### src/rtl/core/kfc_pkg.sv
// ----------------------------------------------------------------------------
// kfc_pkg
// Shared constants, types and address helpers for the k-mer frequency counter.
// ----------------------------------------------------------------------------
package kfc_pkg;

   localparam int MAX_K       = 6;
   localparam int COUNT_BITS  = 32;
   localparam int CODE_BITS   = 2 * MAX_K;
   localparam int STORE_DEPTH = ((1 << (2 * MAX_K + 2)) - 4) / 3;
   localparam int ADDR_BITS   = $clog2(STORE_DEPTH);
   localparam int K_BITS      = $clog2(MAX_K + 2);
   localparam int LEN_BITS    = 3;
   localparam int WORD_BITS   = 32;

   localparam logic [LEN_BITS-1:0] MAX_LEN_RESET = 3'd2;

   localparam logic [7:0] CHAR_A       = 8'h41;
   localparam logic [7:0] CHAR_C       = 8'h43;
   localparam logic [7:0] CHAR_G       = 8'h47;
   localparam logic [7:0] CHAR_T       = 8'h54;
   localparam logic [7:0] CHAR_Z       = 8'h5A;
   localparam logic [7:0] CHAR_LOWER_A = 8'h61;
   localparam logic [7:0] CHAR_LOWER_Z = 8'h7A;
   localparam logic [7:0] CHAR_GT      = 8'h3E;
   localparam logic [7:0] CHAR_LF      = 8'h0A;
   localparam logic [7:0] CASE_OFFSET  = 8'h20;

   localparam logic [1:0] BASE_A = 2'd0;
   localparam logic [1:0] BASE_C = 2'd1;
   localparam logic [1:0] BASE_G = 2'd2;
   localparam logic [1:0] BASE_T = 2'd3;

   localparam logic ACTION_FEED = 1'b0;
   localparam logic ACTION_READ = 1'b1;

   typedef struct packed {
      logic accept;
      logic clear_step;
      logic upd_read;
      logic upd_write;
      logic lookup;
      logic load;
   } kfc_cmd_type;

   typedef struct packed {
      logic clear_last;
      logic upd_done;
      logic is_read;
      logic out_free;
   } kfc_status_type;

   typedef logic [2**K_BITS-1:0][ADDR_BITS-1:0] base_table_type;

   // first store entry of each bank, bank k holds the 4^k words of length k
   function automatic base_table_type base_table_f();
      base_table_type t;
      longint acc;
      longint pw;
      t   = '0;
      acc = 0;
      pw  = 4;
      for (int j = 1; j < 2**K_BITS; j++) begin
         t[j] = ADDR_BITS'(acc);
         acc  = acc + pw;
         pw   = pw * 4;
      end
      return t;
   endfunction

   localparam base_table_type BANK_BASE = base_table_f();

   function automatic logic [ADDR_BITS-1:0] addr_f(logic [K_BITS-1:0] k,
                                                   logic [CODE_BITS-1:0] code);
      logic [CODE_BITS-1:0] mask;
      for (int i = 0; i < CODE_BITS; i++) begin
         mask[i] = (i < 2 * int'(k));
      end
      return BANK_BASE[k] + ADDR_BITS'(code & mask);
   endfunction

endpackage

### src/rtl/core/kfc_ctrl.sv
// ----------------------------------------------------------------------------
// kfc_ctrl
// Sequencer: clearing pass, per-length counter updates and counter reads.
// ----------------------------------------------------------------------------
module kfc_ctrl import kfc_pkg::*; (
   input  logic           clock,
   input  logic           reset,
   input  logic           req_valid,
   output logic           req_stall,
   input  kfc_status_type status,
   output kfc_cmd_type    cmd
);

   localparam logic [2:0] ST_CLEAR  = 3'd0;
   localparam logic [2:0] ST_IDLE   = 3'd1;
   localparam logic [2:0] ST_UPD_RD = 3'd2;
   localparam logic [2:0] ST_UPD_WR = 3'd3;
   localparam logic [2:0] ST_LOOKUP = 3'd4;
   localparam logic [2:0] ST_LOAD   = 3'd5;

   logic [2:0] state_ff;
   logic [2:0] state_in;

   assign req_stall = (state_ff != ST_IDLE);

   always_comb begin
      state_in = state_ff;
      cmd      = '0;
      unique case (state_ff)
         ST_CLEAR: begin
            cmd.clear_step = 1'b1;
            if (status.clear_last) begin
               state_in = ST_IDLE;
            end
         end
         ST_IDLE: begin
            if (req_valid) begin
               cmd.accept = 1'b1;
               state_in   = status.is_read ? ST_LOOKUP : ST_UPD_RD;
            end
         end
         ST_UPD_RD: begin
            if (status.upd_done) begin
               state_in = ST_IDLE;
            end else begin
               cmd.upd_read = 1'b1;
               state_in     = ST_UPD_WR;
            end
         end
         ST_UPD_WR: begin
            cmd.upd_write = 1'b1;
            state_in      = ST_UPD_RD;
         end
         ST_LOOKUP: begin
            cmd.lookup = 1'b1;
            state_in   = ST_LOAD;
         end
         ST_LOAD: begin
            if (status.out_free) begin
               cmd.load = 1'b1;
               state_in = ST_IDLE;
            end
         end
         default: begin
            state_in = ST_CLEAR;
         end
      endcase
   end

   always_ff @(posedge clock) begin
      if (reset) begin
         state_ff <= ST_CLEAR;
      end else begin
         state_ff <= state_in;
      end
   end

endmodule

### config.mk
export PLATFORM = sky130hd
export DESIGN_NAME = kfc_ctrl
export DESIGN_NICKNAME = d
export VERILOG_FILES = /design/src/rtl/core/kfc_pkg.sv /design/src/rtl/core/kfc_ctrl.sv
export SDC_FILE = /design/constraint.sdc
export NUM_CORES = 1
export LEC_CHECK = 0
export BUFFER_PORTS_ARGS = -buffer_cell sky130_fd_sc_hd__clkbuf_2
export CORE_AREA = 2 2 39 41
export CTS_BUF_LIST = sky130_fd_sc_hd__clkbuf_16
export CTS_CLUSTER_DIAMETER = 60
export DETAILED_ROUTE_END_ITERATION = 16
export DIE_AREA = 0 0 41 43
export HOLD_SLACK_MARGIN = 0.03
export PLACE_DENSITY_LB_ADDON = 0.3
export SLEW_MARGIN = 20
export SYNTH_ARGS = -nofsm -noshare
export SYNTH_HDL_FRONTEND = slang
export SYNTH_SLANG_ARGS = --single-unit
### constraint.sdc
create_clock -name clock -period 0.85 [get_ports clock]
set_input_delay 0.1275 -clock clock [delete_from_list [all_inputs] [get_ports clock]]
set_output_delay 0.1275 -clock clock [all_outputs]
set_load 0.01 [all_outputs]
==> metrics, run 1 <==
switching part of the total power=21.3%; flops & latches, synth=3; Avg Vias per Cell=4.26; average routed wire per standard cell=12.4 µm; CP delay by family, top=flip-flops; CTS Buffer Depth=2; area share of the largest cell type after synthesis=29.3%; Mapped Cells=25; sequential group share of total power=16.5%; start of the worst register-to-register path=state_ff[1]; Critical path buffers and inverters=2; mean area per synthesized cell=8.21 µm²; Placed Area=333 µm²; layout cells sized above 1=79.6%; upper clock frequency limit=836 MHz; warnings from Yosys=0; Netlist cell types=19; setup TNS=-2.58 ns; critical path fanouts, max=4; Most flops, register=state_ff; fill cell count=147; ratio of final minimum period to clock period=141%; transition time of the tightest slew-check pin=0.251 ns; hold depth=2; cell area after synthesis=205 µm²; post-synthesis to final-layout area growth=134%; most common flop cell mapped by yosys=dfxtp_1; final worst path period need=1.20 ns; Skew-Pair Late Insertion Delay=0.22 ns; number of sinks driven by the clock tree=3; type of the worst setup path=flop to primary output; capturing point of the worst reg2reg path=state_ff[2]; H-tree levels=1; total CTS buffers=3; Buffers on Ports=13; Min-Delay Path Class=input pin to flop; Iter 0 DRT Violations=3; VDD IR max=0.000823 V; DIE WIDTH=41 µm; Final setup violation count=10; internal power consumption=855 µW; required time reported for the critical path endpoint=0.72 ns; effective utilization at floorplan=14.8%; TritonCTS clock tree=yes; count of final hold-check violations=0; Area contributors post-synth=dfxtp_1 29%, nor3_1 9.8%, a311oi_2 7.3%; gp weighted congestion=0.747; Total Wirelength=805 µm; core footprint=1380 µm²; clk root buf=clkbuf_16; count of cells along the worst register-to-register path=4; GRT Resource Usage Total=10.3%; final core utilization=34.7%; most numerous cell in the Yosys netlist=nor3_1; Gate power share=15.7%; number of rows created at floorplan=14; CP arrival=1.07 ns; minimum hold slack=0.106 ns; nets=57; capture point of the worst path=cmd[5]; dpl ws=-0.151 ns; biggest cell delay along the critical path=0.32 ns; Async S/R FF share, synth=0%; Regs by FF count=state_ff x3; final instance count without filler cells=65; maximum number of pins on one net before global-route repair=8; max-slew violations=0; final worst clock skew=0.00258 ns; final global-route overflow total=0; Inserted Diodes=0; Die Y-Extent=43 µm; final std cell area, no fill=480 µm²; cell accounting for the most synthesized area=dfxtp_1; series of cell instances along the critical path=buf_6, nand3b_1, nor2_2, buf_2; syn_nets=32; fraction of the yosys area taken by sequential cells=29.3%; worst slew slack as a fraction of its limit=83.2%; critical path launch point=state_ff[1]; number of synthesized flops with an enable pin=0; cell with the largest stage delay on the worst path=dfxtp_2; cell types with the highest counts after synthesis=4 x nor3_1, 3 x dfxtp_1, 2 x nor2b_1; switching power summed over all nets=232 µW; Worst Setup End Kind=primary output; drc violations=0; I/O pins=14; number of vias after detailed routing=277; initial antenna violation count=0; leakage power=0.221 nW; R2R setup slack=-0.25 ns; failing checks=setup timing; number of cells in the design after placement=58; Routed Antenna Nets=0; wire length of the first global-routing pass=1.18 mm; CTS Hold Bufs=0; RSZ-0062 raised after global routing=yes; flip-flop count of the largest register after layout=3; Startpoint Class=flop; Max Cap Violations=0; logic depth of the worst path, buffers included=4; clock slew seen by the registers of the worst setup and hold paths=0.03 ns; minimum setup slack in the final design=-0.346 ns; die area=1760 µm²; Clk pwr share=67.8%; PwrDens=2260 nW/µm²; run status=finished, violations left; vias in the first global route=281; Detailed Routing Iterations Pass 1=2; Tot Pwr=1.09 mW
-- per-layer routing --
metal | vias to the layer above | track usage [%] | share of wire [%]
met2 | 16 | 14.7 | 46
met4 | 0 | 6.00 | 1.6
met5 | - | 0 | 0
li1 | 138 | - | -
met3 | 2 | 4.71 | 9.7
met1 | 121 | 12.2 | 42
-- logic make-up after synthesis --
logic type	after synthesis	share of synthesized area, %
AOI/OAI and AO/OA	5	20.1
muxes	1	4.88
DFF	3	29.3
and+or+nand+nor	12	34.1
buffers and inverters	4	11.6
-- how the worst min path moves through the flow --
stage | start | to
after floorplan | reset | state_ff[1]
after global placement | reset | state_ff[1]
after detailed placement | reset | state_ff[1]
after CTS | reset | state_ff[1]
after global routing | reset | state_ff[1]
final | reset | state_ff[1]
-- cell usage in the layout, fill, tap and decap left out, types with 2 or more instances in the layout --
cell / n
dfxtp_4: 2
clkbuf_2: 6
nor3_2: 2
buf_2: 6
buf_4: 8
buf_6: 2
clkbuf_16: 3
inv_1: 2
-- power groups by stage --
stage / logic, mW / registers (mW) / clock network [mW]
after global placement: 0.137 / 0.173 / 0
after global routing: 0.190 / 0.182 / 0.766
after detailed placement: 0.138 / 0.173 / 0
after floorplan: 0.0856 / 0.162 / 0
final: 0.170 / 0.179 / 0.737
after CTS: 0.162 / 0.175 / 0.748
-- what timing repair did --
action                     in CTS  in global routing
pin swaps                       3                  3
buffers inserted                3                  0
setup endpoints to repair      10                 10
gates resized for setup        10                 10
-- cell type report --
| type | count | area, µm² | share of cell area, % |
|---|---|---|---|
| well taps | 16 | 20.0 | 4.17 |
| multi-input cells | 18 | 160 | 33.3 |
| clock inverters | 1 | 3.75 | 0.781 |
| inverters | 2 | 10.0 | 2.08 |
| flip-flops and latches | 3 | 68.8 | 14.3 |
| clock buffers | 3 | 75.1 | 15.6 |
| repair buffers | 22 | 143 | 29.7 |
-- worst register-to-register path, cell delays in order, from the launching register on --
cell and delay [ns]:
dfxtp_2 0.32, buf_6 0.12, buf_4 0.14, or2_4 0.23
a311oi_2 0.19
(Power assumes the default switching activity.)
==> inputs of run 2 (changes only) <==
--- a/config.mk
+++ b/config.mk
@@ -13,7 +13,9 @@
 export DIE_AREA = 0 0 41 43
 export HOLD_SLACK_MARGIN = 0.03
 export PLACE_DENSITY_LB_ADDON = 0.3
+export RECOVER_POWER = 25
 export SLEW_MARGIN = 20
 export SYNTH_ARGS = -nofsm -noshare
 export SYNTH_HDL_FRONTEND = slang
 export SYNTH_SLANG_ARGS = --single-unit
+export TNS_END_PERCENT = 50
==> run 2 against run 1 <==
The flow still finishes with violations (setup timing); die area stayed put; first-iteration DRC count is 33% lower; flip-flop and latch count stayed put; critical path depth stayed put; clock skew hardly changed; via count is 1.1% lower; non-clock buffer count is 1 higher; global-route usage is 0.81 points lower; hold slack worse by 0.0021 ns; sequential power is 6% lower; worst setup slack worse by 0.022 ns; sequential share of layout area is 0.48 points lower.
==> metrics, run 2 (synthesis results as in run 1) <==
run status=finished, violations left; failing checks=setup timing; number of rows created at floorplan=14 (unchanged); flip-flop count of the largest register after layout=3 (unchanged); number of cells in the design after placement=57 (-1.7%); Gate power share=16.9% (+1.2 points); CP arrival=1.09 ns (+0.02 ns); effective utilization at floorplan=14.8% (unchanged); H-tree levels=1 (unchanged); Clk pwr share=67.5% (-0.3 points); Worst Setup End Kind=primary output; end of the worst hold path=state_ff[1]; Critical path buffers and inverters=3 (+1); switching part of the total power=20.1% (-1.2 points); Avg Vias per Cell=4.15 (-2.6%); vias in the first global route=249 (-11%); Startpoint Class=flop; nets=58 (+1.8%); final global-route overflow total=0 (unchanged); TritonCTS clock tree=yes; count of cells along the worst register-to-register path=4 (unchanged); max-slew violations=0 (unchanged); worst slew slack as a fraction of its limit=84.5% (+1.3 points); clk root buf=clkbuf_16; layout cells sized above 1=78.0% (-1.6 points); type of the worst setup path=flop to primary output; hold depth=2 (unchanged); capturing point of the worst reg2reg path=state_ff[2]; clock slew seen by the registers of the worst setup and hold paths=0.03 ns (about the same); commonest non-fill, non-tap cell in the layout=buf_4; Buffers on Ports=13 (unchanged); transition time of the tightest slew-check pin=0.232 ns (-0.0194 ns); RSZ-0062 raised after global routing=yes; Final HPWL DP=461 µm; post-synthesis to final-layout area growth=134%; final instance count without filler cells=66 (+1.5%); minimum setup slack in the final design=-0.369 ns (-0.0222 ns); start of the worst register-to-register path=state_ff[1]; Die Y-Extent=43 µm (unchanged); critical path launch point=state_ff[1]; Skew-Pair Late Insertion Delay=0.22 ns (about the same); initial antenna violation count=0 (unchanged); PwrDens=2250 nW/µm² (-0.44%); GRT Resource Usage Total=9.52% (-0.81 points); final worst clock skew=0.00256 ns (-0.0000220 ns); total CTS buffers=3 (unchanged); wire length of the first global-routing pass=1.05 mm (-11%); switching power summed over all nets=217 µW (-6.2%); average routed wire per standard cell=10.4 µm (-16%); Most flops, register=state_ff; Inserted Diodes=0 (unchanged); Detailed Routing Iterations Pass 1=3 (+1); cell with the largest stage delay on the worst path=dfxtp_2; leakage power=0.239 nW (+8.0%); final core utilization=34.6% (-0.090 points); most used cells in the layout excluding fill and tap cells=8 x buf_4, 7 x clkbuf_2, 6 x buf_2; biggest cell delay along the critical path=0.32 ns (about the same); Regs by FF count=state_ff x3; Final setup violation count=10 (unchanged); Min-Delay Path Class=input pin to flop; series of cell instances along the critical path=buf_12, buf_4, nor3_2, buf_2; maximum number of pins on one net before global-route repair=7 (-1); I/O pins=14 (unchanged); internal power consumption=862 µW (+0.80%); sequential group share of total power=15.6% (-0.9 points); VDD IR max=0.000935 V (+14%); number of sinks driven by the clock tree=3 (unchanged); upper clock frequency limit=821 MHz (-1.8%); DIE WIDTH=41 µm (unchanged); worst hold path startpoint=reset; required time reported for the critical path endpoint=0.72 ns (about the same); number of vias after detailed routing=274 (-1.1%); Tot Pwr=1.08 mW (-0.70%); die area=1760 µm² (unchanged); Routed Antenna Nets=0 (unchanged); final worst path period need=1.22 ns (+0.0222 ns); Total Wirelength=684 µm (-15%); critical path fanouts, max=5 (+1); core footprint=1380 µm² (unchanged); count of final hold-check violations=0 (unchanged); Max Cap Violations=0 (unchanged); drc violations=0 (unchanged); gp weighted congestion=0.645 (-14%); ratio of final minimum period to clock period=143% (+2.6 points); CTS Buffer Depth=2 (unchanged); CP delay by family, top=buffers and inverters; Iter 0 DRT Violations=2 (-1); R2R setup slack=-0.22 ns (+0.03 ns)
run 2: through the flow:
step                hold WS [ns]  setup TNS [ns]  setup WS (ns)  area (µm²)
finish                     0.104           -2.51         -0.369         479
global route               0.110           -2.99         -0.422         479
CTS                        0.102           -2.42         -0.341         453
detailed placement         0.342          -0.913         -0.146         332
global placement           0.346          -0.908         -0.134         332
floorplan                  0.204          -0.340        -0.0868         215
run 2: power by group through the flow:
stage / Clock (mW) / Combinational, mW / Sequential [mW]
floorplan: 0 / 0.0842 / 0.161
global placement: 0 / 0.133 / 0.174
finish: 0.728 / 0.183 / 0.168
global route: 0.768 / 0.200 / 0.170
CTS: 0.744 / 0.163 / 0.169
detailed placement: 0 / 0.132 / 0.174
run 2: worst reg2reg max path, cell delays in order, from the launching register on:
cell and delay [ns]:
dfxtp_2 0.32, buf_12 0.12, buf_4 0.14, or2_4 0.23
a311oi_2 0.16
run 2: final cells by class:
cell class                      instances  area (µm²)
Multi-Input combinational cell         18         150
Clock inverter                          1        3.75
Tap cell                               16        20.0
Clock buffer                            3        75.1
Sequential cell                         3        66.3
Timing Repair Buffer                   23         156
Fill cell                             144         905
Inverter                                2        7.51
run 2: timing repair:
action                                  in CTS  in global routing
cloned                                       0                  0
endpoints found under the setup margin      10                 10
gates resized for setup                      9                  9
buffers inserted                             3                  2
pin swaps                                    1                  2
hold buffers                                 0                  0
run 2: worst max-delay path by stage:
stage                   to  slack [ns]  cells after the start
detailed placement  cmd[0]       -0.15                      3
finish              cmd[1]       -0.37                      4
global route        cmd[5]       -0.42                      4
CTS                 cmd[5]       -0.34                      4
global placement    cmd[0]       -0.13                      3
floorplan           cmd[0]       -0.09                      2
run 2: routing by layer:
metal  wire length, µm  up-vias  global-route usage [%]
met2               399        6                    15.3
met1               246      128                    8.95
met5                 0        -                       0
met3                38        0                    6.28
li1                  -      140                       -
met4                 0        0                    4.00
